`src/hw/rtl/rmf_pkg.sv`:
```
// Package for the message fragmenter: channel payload types, the word held
// between the sequencer and the emitter, and fixed header constants.
// Depends on nothing.
package rmf_pkg;

   typedef struct packed {
      logic [7:0]  data_byte;
      logic        msg_start;
      logic [31:0] msg_length;
   } req_payload_type;

   typedef struct packed {
      logic [7:0]  out_byte;
      logic        packet_first;
      logic        packet_last;
      logic        fragment_flag;
      logic [15:0] packet_seq;
      logic        message_last;
   } rsp_payload_type;

   localparam logic [2:0] HDR_NONE    = 3'd0;
   localparam logic [2:0] HDR_SEQ     = 3'd2;
   localparam logic [2:0] HDR_SEQ_LEN = 3'd6;

   localparam logic [15:0] MAX_LEN_RESET  = 16'd512;
   localparam logic [15:0] MIN_PACKET_LEN = 16'd7;
   localparam logic [15:0] SEQ_HDR_BYTES  = 16'd2;
   localparam logic [15:0] FULL_HDR_BYTES = 16'd6;

   typedef struct packed {
      logic [2:0]  hdr_count;
      logic [15:0] seq;
      logic        frag;
      logic [31:0] msg_total;
      logic [7:0]  data;
      logic        pkt_last;
      logic        msg_last;
   } job_type;

endpackage

```
`src/hw/rtl/rmf_channels.sv`:
```
// Valid/ready channel interfaces for the message fragmenter.
// Depends on rmf_pkg for the payload types.
interface rmf_req_if import rmf_pkg::*; ();
   logic            valid;
   logic            ready;
   req_payload_type payload;
   modport source (output valid, output payload, input ready);
   modport sink (input valid, input payload, output ready);
endinterface

interface rmf_rsp_if import rmf_pkg::*; ();
   logic            valid;
   logic            ready;
   rsp_payload_type payload;
   modport source (output valid, output payload, input ready);
   modport sink (input valid, input payload, output ready);
endinterface

```
`src/hw/rtl/rmf_sequencer.sv`:
```
// Message and packet bookkeeping: accepts input words, updates the sequence,
// length and room state, and holds one job word for the emitter.
// Depends on rmf_pkg and rmf_req_if.
module rmf_sequencer import rmf_pkg::*; (
   input  logic         clock,
   input  logic         reset,
   rmf_req_if.sink      req_chan,
   input  logic         csr_write_enable,
   input  logic [15:0]  csr_write_data,
   input  logic         job_pop,
   output logic         job_valid,
   output job_type      job
);

   logic [15:0] max_len_ff, max_len_in;
   logic [15:0] seq_ff, seq_in;
   logic [31:0] left_ff, left_in;
   logic [15:0] room_ff, room_in;
   logic        frag_ff, frag_in;
   logic        open_ff, open_in;
   logic        job_valid_ff, job_valid_in;
   job_type     job_ff, job_in;

   logic [15:0] max_eff;
   logic        accept;
   logic        active;
   logic [2:0]  hdr;
   logic [31:0] left_w, left_d;
   logic [15:0] room_w, room_d;
   logic [15:0] seq_w;
   logic        frag_w, open_w;
   logic        msg_last, pkt_last;

   assign req_chan.ready = !job_valid_ff || job_pop;
   assign accept = req_chan.valid && req_chan.ready;
   assign job_valid = job_valid_ff;
   assign job = job_ff;

   always_comb begin
      max_eff = (max_len_ff < MIN_PACKET_LEN) ? MIN_PACKET_LEN : max_len_ff;
      left_w = left_ff;
      room_w = room_ff;
      frag_w = frag_ff;
      open_w = open_ff;
      hdr = HDR_NONE;
      active = 1'b0;
      if (req_chan.payload.msg_start) begin
         left_w = req_chan.payload.msg_length;
         open_w = 1'b0;
         room_w = 16'd0;
         frag_w = 1'b0;
         if (req_chan.payload.msg_length != 32'd0) begin
            active = 1'b1;
            frag_w = req_chan.payload.msg_length > {16'd0, max_eff - SEQ_HDR_BYTES};
            room_w = frag_w ? (max_eff - FULL_HDR_BYTES) : (max_eff - SEQ_HDR_BYTES);
            hdr = frag_w ? HDR_SEQ_LEN : HDR_SEQ;
         end
      end else if (left_ff != 32'd0) begin
         active = 1'b1;
         if (!open_ff) begin
            room_w = max_eff - SEQ_HDR_BYTES;
            hdr = HDR_SEQ;
         end
      end
      seq_w = seq_ff;
      if (hdr != HDR_NONE) begin
         seq_w = seq_ff + 16'd1;
         open_w = 1'b1;
      end
      left_d = left_w - 32'd1;
      room_d = (room_w != 16'd0) ? (room_w - 16'd1) : 16'd0;
      msg_last = (left_d == 32'd0);
      pkt_last = msg_last || (room_d == 16'd0);

      job_in.hdr_count = hdr;
      job_in.seq = seq_w - 16'd1;
      job_in.frag = frag_w;
      job_in.msg_total = req_chan.payload.msg_length;
      job_in.data = req_chan.payload.data_byte;
      job_in.pkt_last = pkt_last;
      job_in.msg_last = msg_last;

      seq_in = seq_ff;
      left_in = left_ff;
      room_in = room_ff;
      frag_in = frag_ff;
      open_in = open_ff;
      job_valid_in = job_valid_ff && !job_pop;
      if (accept) begin
         seq_in = seq_w;
         if (active) begin
            left_in = left_d;
            room_in = pkt_last ? 16'd0 : room_d;
            open_in = open_w && !pkt_last;
            frag_in = frag_w && !msg_last;
            job_valid_in = 1'b1;
         end else begin
            left_in = left_w;
            room_in = room_w;
            open_in = open_w;
            frag_in = frag_w;
            job_valid_in = 1'b0;
         end
      end
      max_len_in = csr_write_enable ? csr_write_data : max_len_ff;
   end

   always_ff @(posedge clock) begin
      if (reset) begin
         max_len_ff <= MAX_LEN_RESET;
         seq_ff <= 16'd0;
         left_ff <= 32'd0;
         room_ff <= 16'd0;
         frag_ff <= 1'b0;
         open_ff <= 1'b0;
         job_valid_ff <= 1'b0;
      end else begin
         max_len_ff <= max_len_in;
         seq_ff <= seq_in;
         left_ff <= left_in;
         room_ff <= room_in;
         frag_ff <= frag_in;
         open_ff <= open_in;
         job_valid_ff <= job_valid_in;
      end
   end

   always_ff @(posedge clock) begin
      if (accept) begin
         job_ff <= job_in;
      end
   end

endmodule

```
`src/hw/rtl/rmf_emitter.sv`:
```
// Serializes one job word into header and payload words through an output
// register. Depends on rmf_pkg and rmf_rsp_if.
module rmf_emitter import rmf_pkg::*; (
   input  logic     clock,
   input  logic     reset,
   input  logic     job_valid,
   input  job_type  job,
   output logic     job_pop,
   rmf_rsp_if.source rsp_chan
);

   logic            out_valid_ff, out_valid_in;
   rsp_payload_type out_ff, out_in;
   logic [2:0]      idx_ff, idx_in;
   logic            load;
   logic            at_data;

   assign load = job_valid && (!out_valid_ff || rsp_chan.ready);
   assign at_data = (idx_ff == job.hdr_count);
   assign job_pop = load && at_data;
   assign rsp_chan.valid = out_valid_ff;
   assign rsp_chan.payload = out_ff;

   always_comb begin
      out_in.packet_first = 1'b0;
      out_in.packet_last = 1'b0;
      out_in.message_last = 1'b0;
      out_in.fragment_flag = job.frag;
      out_in.packet_seq = job.seq;
      if (at_data) begin
         out_in.out_byte = job.data;
         out_in.packet_last = job.pkt_last;
         out_in.message_last = job.msg_last;
      end else begin
         case (idx_ff)
            3'd0: begin
               out_in.out_byte = job.seq[15:8];
               out_in.packet_first = 1'b1;
            end
            3'd1: out_in.out_byte = job.seq[7:0];
            3'd2: out_in.out_byte = job.msg_total[31:24];
            3'd3: out_in.out_byte = job.msg_total[23:16];
            3'd4: out_in.out_byte = job.msg_total[15:8];
            default: out_in.out_byte = job.msg_total[7:0];
         endcase
      end
      idx_in = idx_ff;
      if (load) begin
         idx_in = at_data ? 3'd0 : (idx_ff + 3'd1);
      end
      if (load) begin
         out_valid_in = 1'b1;
      end else if (rsp_chan.ready) begin
         out_valid_in = 1'b0;
      end else begin
         out_valid_in = out_valid_ff;
      end
   end

   always_ff @(posedge clock) begin
      if (reset) begin
         out_valid_ff <= 1'b0;
         idx_ff <= 3'd0;
      end else begin
         out_valid_ff <= out_valid_in;
         idx_ff <= idx_in;
      end
   end

   always_ff @(posedge clock) begin
      if (load) begin
         out_ff <= out_in;
      end
   end

endmodule

```
`src/hw/rtl/reliable_message_fragmenter.sv`:
```
// Top level of the sequenced message fragmenter.
// Depends on rmf_pkg, rmf_channels, rmf_sequencer and rmf_emitter.
//
// Message bytes enter on req_chan, one word per byte; the first byte of a
// message carries msg_start and the total length. Packet bytes leave on
// rsp_chan, each word tagged with packet and message boundaries, the packet
// sequence number and the fragment flag. Bytes that arrive with no message
// open are dropped and produce no output word.
// The maximum packet length is written through csr_write_enable and
// csr_write_data; the user must do so only while the block is idle, which the
// block does not enforce. Reset sets it to 512. The first word for an accepted
// byte passes the sequencer job register and the emitter output register. The
// output runs at one word per cycle while the receiver is ready and bytes keep
// arriving. A byte that continues a packet yields only its data word; a byte
// that opens a packet first yields two sequence header words, and four length
// words more in the first packet of a fragmented message, and input waits
// until its data word is loaded. Reset clears the sequence number and all
// message state and empties the block. When the receiver stalls, the output
// word holds and input stops once the one pending job word is waiting.
module reliable_message_fragmenter import rmf_pkg::*; (
   input  logic        clock,
   input  logic        reset,
   rmf_req_if.sink     req_chan,
   rmf_rsp_if.source   rsp_chan,
   input  logic        csr_write_enable,
   input  logic [15:0] csr_write_data
);

   logic    job_valid;
   logic    job_pop;
   job_type job;

   rmf_sequencer u_sequencer (
      .clock            (clock),
      .reset            (reset),
      .req_chan         (req_chan),
      .csr_write_enable (csr_write_enable),
      .csr_write_data   (csr_write_data),
      .job_pop          (job_pop),
      .job_valid        (job_valid),
      .job              (job)
   );

   rmf_emitter u_emitter (
      .clock     (clock),
      .reset     (reset),
      .job_valid (job_valid),
      .job       (job),
      .job_pop   (job_pop),
      .rsp_chan  (rsp_chan)
   );

endmodule

```
`src/flat_wrapper.sv`:
```
// flat-port wrapper written by rule: the top's interface ports become plain ports
module reliable_message_fragmenter_flat import rmf_pkg::*;
  (clock, reset, csr_write_enable, csr_write_data, req_chan_valid, req_chan_payload, req_chan_ready, rsp_chan_valid, rsp_chan_payload, rsp_chan_ready);
  rmf_req_if req_chan_i ();
  rmf_rsp_if rsp_chan_i ();
  input  logic clock;
  input  logic reset;
  input  logic csr_write_enable;
  input  logic [15:0] csr_write_data;
  input wire logic [$bits(req_chan_i.valid)-1:0] req_chan_valid;
  input wire logic [$bits(req_chan_i.payload)-1:0] req_chan_payload;
  output wire logic [$bits(req_chan_i.ready)-1:0] req_chan_ready;
  output wire logic [$bits(rsp_chan_i.valid)-1:0] rsp_chan_valid;
  output wire logic [$bits(rsp_chan_i.payload)-1:0] rsp_chan_payload;
  input wire logic [$bits(rsp_chan_i.ready)-1:0] rsp_chan_ready;
  assign req_chan_i.valid = req_chan_valid;
  assign req_chan_i.payload = req_chan_payload;
  assign req_chan_ready = req_chan_i.ready;
  assign rsp_chan_valid = rsp_chan_i.valid;
  assign rsp_chan_payload = rsp_chan_i.payload;
  assign rsp_chan_i.ready = rsp_chan_ready;
  reliable_message_fragmenter u_core (.clock(clock), .reset(reset), .req_chan(req_chan_i), .rsp_chan(rsp_chan_i), .csr_write_enable(csr_write_enable), .csr_write_data(csr_write_data));
endmodule
```
`config.mk`:
```
export PLATFORM = sky130hd
export DESIGN_NAME = reliable_message_fragmenter_flat
export DESIGN_NICKNAME = d
export VERILOG_FILES = /design/src/hw/rtl/rmf_pkg.sv /design/src/hw/rtl/rmf_channels.sv /design/src/hw/rtl/rmf_sequencer.sv /design/src/hw/rtl/rmf_emitter.sv /design/src/hw/rtl/reliable_message_fragmenter.sv /design/src/flat_wrapper.sv
export SDC_FILE = /design/constraint.sdc
export NUM_CORES = 1
export LEC_CHECK = 0
export BUFFER_PORTS_ARGS = -buffer_cell sky130_fd_sc_hd__buf_2
export CAP_MARGIN = 20
export CORE_ASPECT_RATIO = 1.25
export CORE_UTILIZATION = 55
export DETAILED_ROUTE_END_ITERATION = 12
export PLACE_DENSITY_LB_ADDON = 0.08
export SLEW_MARGIN = 20
export SYNTH_ARGS = -nofsm -noshare
export SYNTH_HDL_FRONTEND = slang
export SYNTH_SLANG_ARGS = --single-unit
```
`constraint.sdc`:
```
create_clock -name clock -period 7.7 [get_ports clock]
set_clock_uncertainty 0.15 [all_clocks]
set_input_delay 0 -clock clock [delete_from_list [all_inputs] [get_ports clock]]
set_output_delay 0 -clock clock [all_outputs]
set_load 0.02 [all_outputs]
```
==> run summary, run 1 <==
outcome - finished clean
row count - 58
CTS clk-pin slew, worst paths - 0.08 ns
Initial DRC Count - 737
minimum clock period after layout - 6.57 ns
first-pass GRT wire length - 50.7 mm
Slew HR - 32.4%
final hold vios - 0
WHS Endpoint - u_core.u_sequencer.job[4]$_DFFE_PP_
clock power share - 33.1%
Fillers - 1691
FF-to-FF setup slack - 1.13 ns
dpl ws - 1.23 ns
number of global-route vias before repair - 9426
FF-to-FF End - u_core.u_sequencer.room_ff[9]$_SDFFE_PP0P_
Crit. End Element - register
Clock Tree Root - clkbuf_16
initial antenna violation count - 0
Tightest Pin Transition - 1.01 ns
total of max-cap violations - 0
DIE HEIGHT - 162 um
Detail Route Antenna Nets - 0
Syn Nets - 1334
clk_lat worst skew - 0.44 ns
Worst Path Required - 7.82 ns
CTS tree - done
routed via count - 10100
hold_buf cts - 75
largest net degree at the start of global routing - 88
Net Sw Frac - 34.4%
total CTS buffers - 17
placed wire-length estimate - 23.2 mm
die span in x - 130 um
internal power - 1.80 mW
ys flop type - edfxtp_1
Yosys reg bits - 176
I/O pin cnt - 92
GR Util met3 - 4.21%
synth cell count leaders - nor2_1 (178), edfxtp_1 (89), dfxtp_1 (87), nand2_1 (83), a21oi_1 (65)
pwr dens - 209 nW/um2
top cell type's share of synthesized area - 23.9%
critical path fanouts, max - 15
Initial Util - 55.9%
die area - 20900 um2
# H-tree levels - 4
RSZ-0062 raised after global routing - false
HP Start - req_chan_payload[35]
mapped cell area - 11200 um2
core area - 20000 um2
top-count cell post-synth - nor2_1
number of synthesized flops with an enable pin - 89
Total GRT Usage - 32.0%
RR Startpoint - u_core.u_sequencer.max_len_ff[4]$_SDFFE_PP0P_
Setup crit start kind - register
drt first pass iters - 6
Top Usage Layer GRT - met2
period utilization - 85.3%
Critical Path AT - 6.69 ns
Sw Pwr - 0.943 mW
setup TNS - 0 ns
crit path kind - reg2reg
syn_area_per_cell - 9.00 um2
Flop pwr share - 41.7%
CTS resizes - 0
Yosys cell types - 89
Longest Clk Path Bufs - 2
Detailed Route WL - 32.7 mm
worst r2r path cells - 21
Routed wire per std cell - 19.9 um
HP Class - in2reg
Synth area leader - edfxtp_1
n_diodes - 0
IO buf count - 91
Hold Path Stages - 2
static leakage - 4.93 nW
Synth area leaders - edfxtp_1 (24%), dfxtp_1 (16%), nor2_1 (6.0%)
Remaining Overflow, GRT - 0
Fmax achieved - 152 MHz
routing usage on met2 - 55.0%
DRC - 0
Seq/Total Area, Yosys - 39.4%
post-CTS setup repair buffer count - 0
nets - 1451
via density per instance - 6.14
ys async rst share - 0%
combinational group share of total power - 25.2%
grt met1 use - 37.5%
# setup viols final - 0
Syn-to-layout area delta - 17.0%
Gate Count Post-Synth - 1244
Final WS setup - 1.13 ns
share of post-route cells with drive strength above 1 - 13.2%
Ys Warns - 0
GP Congestion - 0.956
Peak VDD IR - 0.165 mV
Slew Viols, Final - 0
clk sinks - 176
[metal layers]
| metal | part of all wire (%) | up-vias |
|---|---|---|
| met2 | 50 | 411 |
| met4 | 6.0 | 0 |
| met3 | 5.0 | 124 |
| met5 | 0 | - |
| met1 | 39 | 4688 |
| li1 | - | 4870 |
[sequential cells by signal, indices dropped and copies added, names as in the netlist]
signal                             cells
u_core.u_emitter.idx_ff                3
u_core.u_emitter.rsp_chan.payload     28
u_core.u_emitter.rsp_chan.valid        1
u_core.u_sequencer.frag_ff             1
u_core.u_sequencer.job                61
u_core.u_sequencer.job_valid           1
u_core.u_sequencer.left_ff            32
u_core.u_sequencer.max_len_ff         16
u_core.u_sequencer.open_ff             1
u_core.u_sequencer.room_ff            16
u_core.u_sequencer.seq_ff             16
[cells by family after synthesis]
kind of cell	count (synthesis)	synth area share (%)
buffers and inverters	96	4.01
multiplexers	51	4.60
flip-flops	176	39.4
AO/OA/AOI/OAI	290	18.2
adder cells (fa/ha/maj)	29	3.22
XOR/XNOR	92	7.33
AND/OR/NAND/NOR	510	23.2
[power groups by stage]
stage / combinational, mW / sequential (mW) / clock [mW]
floorplan: 0.454 / 1.16 / 0
global placement: 0.641 / 1.16 / 0
detailed placement: 0.645 / 1.16 / 0
CTS: 0.681 / 1.14 / 0.922
global route: 0.753 / 1.15 / 0.950
finish: 0.692 / 1.14 / 0.906
[worst max path at each step]
stage / depth (start not counted) / start / to / slack (ns)
6_report: 21 / u_core.u_sequencer.max_len_ff[4]$_SDFFE_PP0P_ / u_core.u_sequencer.room_ff[9]$_SDFFE_PP0P_ / 1.13
5_1_grt: 21 / u_core.u_sequencer.max_len_ff[8]$_SDFFE_PP0P_ / u_core.u_sequencer.room_ff[9]$_SDFFE_PP0P_ / 0.76
4_1_cts: 21 / u_core.u_sequencer.max_len_ff[4]$_SDFFE_PP0P_ / u_core.u_sequencer.room_ff[9]$_SDFFE_PP0P_ / 1.21
3_5_place_dp: 21 / u_core.u_sequencer.max_len_ff[4]$_SDFFE_PP0P_ / u_core.u_sequencer.room_ff[5]$_SDFFE_PP0P_ / 1.23
3_3_place_gp: 21 / u_core.u_sequencer.max_len_ff[4]$_SDFFE_PP0P_ / u_core.u_sequencer.room_ff[5]$_SDFFE_PP0P_ / 1.35
2_1_floorplan: 25 / u_core.u_sequencer.max_len_ff[8]$_SDFFE_PP0P_ / u_core.u_sequencer.room_ff[15]$_SDFFE_PP0P_ / 1.90
[final cells by class]
type                       instances  area, um2  area share, %
clock inverter                    15        200           1.53
sequential                       176       4410           33.7
clock buffer                      17        425           3.25
multi-input combinational        972       6340           48.4
tap                              270        338           2.58
inverter                          16       61.3          0.468
timing repair buffer             178       1320           10.1
[cell usage in the layout, fill, tap and decap left out, drive strengths merged, types with 38 or more instances in the layout]
| master | n |
|---|---|
| mux2i | 47 |
| nand3 | 38 |
| buf | 103 |
| xnor2 | 49 |
| a21oi | 67 |
| xor2 | 43 |
| edfxtp | 89 |
| dfxtp | 87 |
| nor3 | 54 |
| nor2 | 179 |
| o21ai | 51 |
| nand2 | 84 |
| dlygate4sd3 | 75 |
[worst max-delay path, cell delays in order, from the launching register on]
cell and delay [ns]:
dfxtp_1 0.49, or4_4 0.62, nor4_4 0.42, nor2_1 0.15, ha_1 0.27, nand2_1 0.15
or3_1 0.13, xor2_1 0.26, ha_1 0.30, a211o_1 0.26, a21oi_1 0.12, o21ai_0 0.11
maj3_1 0.37, and2_1 0.26, o21ai_4 0.41, mux2_2 0.42, a211oi_4 0.28, and4_4 0.30
nand4_4 0.12, and2_1 0.39, a311oi_1 0.30, nor3_1 0.09
[per-stage QoR]
| stage | hold WS (ns) | utilization [%] | instance area (um2) | cells | power, mW |
|---|---|---|---|---|---|
| floorplan | -0.0511 | - | 11200 | 1244 | 1.61 |
| global placement | 0.0277 | 58.4 | 11700 | 1536 | 1.80 |
| detailed placement | 0.0285 | 58.4 | 11700 | 1536 | 1.81 |
| CTS | 0.0978 | 65.3 | 13100 | 1643 | 2.74 |
| global route | 0.126 | 65.4 | 13100 | 1644 | 2.85 |
| finish | 0.117 | 65.4 | 13100 | 1644 | 2.74 |
(Power assumes the default switching activity.)
==> run 2, diff against run 1 <==
==> constraint.sdc (replaced) <==
create_clock -name clock -period 8.4 [get_ports clock]
set_clock_uncertainty 0.15 [all_clocks]
set_input_delay 0 -clock clock [delete_from_list [all_inputs] [get_ports clock]]
set_output_delay 0 -clock clock [all_outputs]
set_load 0.02 [all_outputs]
==> run summary, run 2 (synthesis results as in run 1) <==
outcome - finished clean
Detailed Route WL - 33.5 mm (+2.4%)
commonest non-fill, non-tap cell in the layout - nor2_1
pwr dens - 190 nW/um2 (-9.0%)
post-CTS setup repair buffer count - 0 (unchanged)
Slew HR - 33.4% (+0.97 points)
clock power share - 32.2% (-0.9 points)
CTS resizes - 0 (unchanged)
Fmax achieved - 153 MHz (+0.45%)
Initial Util - 55.9% (unchanged)
share of post-route cells with drive strength above 1 - 13.2% (unchanged)
crit-path cells - or4_4, nor4_4, nor2_1, ha_1, nand2_1, or3_1, xor2_1, ha_1, a211o_1, a21oi_1, o21ai_0, maj3_1, and2_1, o21ai_4, mux2_2, a211oi_4, and4_4, nand4_4, and2_1, a311oi_1, nor3_1
initial antenna violation count - 0 (unchanged)
largest net degree at the start of global routing - 88 (unchanged)
number of global-route vias before repair - 9474 (+0.51%)
GP Congestion - 0.957 (+0.18%)
minimum clock period after layout - 6.54 ns (-0.0296 ns)
placed wire-length estimate - 23.3 mm (+0.43%)
Crit. Startpoint - u_core.u_sequencer.max_len_ff[4]$_SDFFE_PP0P_
die area - 20900 um2 (unchanged)
Detail Route Antenna Nets - 0 (unchanged)
Slew Viols, Final - 0 (unchanged)
hold_buf cts - 75 (unchanged)
die span in x - 130 um (unchanged)
RSZ-0062 raised after global routing - false
IO buf count - 91 (unchanged)
I/O pin cnt - 92 (unchanged)
total of max-cap violations - 0 (unchanged)
# setup viols final - 0 (unchanged)
Crit. End Element - register
max FFs per register - 61 (unchanged)
nets - 1451 (unchanged)
crit path to - u_core.u_sequencer.room_ff[9]$_SDFFE_PP0P_
Remaining Overflow, GRT - 0 (unchanged)
Peak VDD IR - 0.154 mV (-6.3%)
Min Hold Slack - 0.115 ns (-0.00193 ns)
Longest Clk Path Bufs - 2 (unchanged)
via density per instance - 6.21 (+1.2%)
clk_lat worst skew - 0.45 ns (about the same)
Net Sw Frac - 34.3% (-0.15 points)
Critical Path AT - 6.67 ns (-0.02 ns)
critical path fanouts, max - 15 (unchanged)
multi-input logic area - 6340 um2 (unchanged)
routed via count - 10200 (+1.2%)
Non-Filler Instances - 1644 (unchanged)
Initial DRC Count - 885 (+20%)
FF+latch area - 4410 um2 (unchanged)
# H-tree levels - 4 (unchanged)
row count - 58 (unchanged)
Flop pwr share - 42.1% (+0.4 points)
DIE HEIGHT - 162 um (unchanged)
clk sinks - 176 (unchanged)
internal power - 1.64 mW (-9.0%)
setup TNS - 0 ns (unchanged)
drt first pass iters - 7 (+1)
Syn-to-layout area delta - 16.9%
core area - 20000 um2 (unchanged)
Critical Path Max Stage Delay - 0.62 ns (about the same)
total CTS buffers - 17 (unchanged)
crit path kind - reg2reg
Setup crit start kind - register
DRC - 0 (unchanged)
first-pass GRT wire length - 51.9 mm (+2.3%)
slowest CP cell - or4_4
commonest cells after routing, fill and taps aside - nor2_1 (178), buf_2 (90), edfxtp_1 (89), dfxtp_1 (87), nand2_1 (82)
HP Class - in2reg
FF-to-FF setup slack - 1.86 ns (+0.73 ns)
Tightest Pin Transition - 0.999 ns (-0.0145 ns)
Total GRT Usage - 32.8% (+0.79 points)
worst r2r path cells - 21 (unchanged)
CTS tree - done
static leakage - 4.93 nW (about the same)
n_diodes - 0 (unchanged)
CTS clk-pin slew, worst paths - 0.08 ns (about the same)
Worst Path Required - 8.53 ns (+0.71 ns)
dpl cells - 1536 (unchanged)
final hold vios - 0 (unchanged)
Routed wire per std cell - 20.4 um (+2.4%)
Sw Pwr - 0.853 mW (-9.6%)
Fillers - 1684 (-0.41%)
RR Startpoint - u_core.u_sequencer.max_len_ff[4]$_SDFFE_PP0P_
FF-to-FF End - u_core.u_sequencer.room_ff[9]$_SDFFE_PP0P_
period utilization - 77.8% (-7.5 points)
Clock Tree Root - clkbuf_16
combinational group share of total power - 25.7% (+0.5 points)
## run 2: cell types whose count changed in the layout (fill, tap and decap cells not counted), sizes merged
| cell | change |
|---|---|
| clkinv | +4 |
| clkinvlp | -1 |
| inv | -3 |
## run 2: layout make-up
class	count	area share (%)
inverters	16	0.469
repair buffers	178	10.1
clock buffers	17	3.25
clock inverters	15	1.38
flip-flops and latches	176	33.7
well taps	270	2.58
multi-input cells	972	48.5
## run 2: worst min path at each step
stage | cells after the start | startpoint | slack, ns | endpoint
floorplan | 0 | req_chan_payload[0] | -0.05 | u_core.u_sequencer.job[10]$_DFFE_PP_
global placement | 1 | req_chan_payload[35] | 0.03 | u_core.u_sequencer.job[4]$_DFFE_PP_
detailed placement | 1 | req_chan_payload[36] | 0.03 | u_core.u_sequencer.job[5]$_DFFE_PP_
CTS | 4 | req_chan_payload[32] | 0.08 | u_core.u_sequencer.left_ff[11]$_SDFFE_PP0P_
global route | 2 | req_chan_payload[35] | 0.10 | u_core.u_sequencer.job[4]$_DFFE_PP_
finish | 4 | req_chan_payload[32] | 0.11 | u_core.u_sequencer.left_ff[11]$_SDFFE_PP0P_
## run 2: layer usage
metal	global-route usage, %	vias up	wire length, um
li1	-	4865	-
met1	37.7	4826	13100
met2	56.8	399	16800
met3	4.97	120	1720
met4	19.6	0	1890
met5	0	-	0
## run 2: critical path: cells and delay by family, from the launching register on
kind | cells | cell delay (ns)
fa+ha+maj | 3 | 0.94
simple gates | 10 | 2.61
xor+xnor | 1 | 0.27
mux | 1 | 0.43
flops | 1 | 0.49
compound gates | 6 | 1.47
## run 2: power by group through the flow
stage	registers, mW	clock network [mW]	logic [mW]
after floorplan	1.06	0	0.416
after global placement	1.06	0	0.588
after detailed placement	1.07	0	0.592
after CTS	1.05	0.815	0.625
after global routing	1.05	0.847	0.696
final	1.05	0.802	0.639
## run 2: per-stage QoR
step / power, mW / instance area (um2) / util (%) / setup WS [ns]
CTS: 2.49 / 13100 / 65.2 / 1.89
global route: 2.60 / 13100 / 65.3 / 1.47
global placement: 1.65 / 11700 / 58.4 / 2.07
finish: 2.49 / 13100 / 65.3 / 1.86
detailed placement: 1.66 / 11700 / 58.4 / 1.91
floorplan: 1.48 / 11200 / - / 2.60
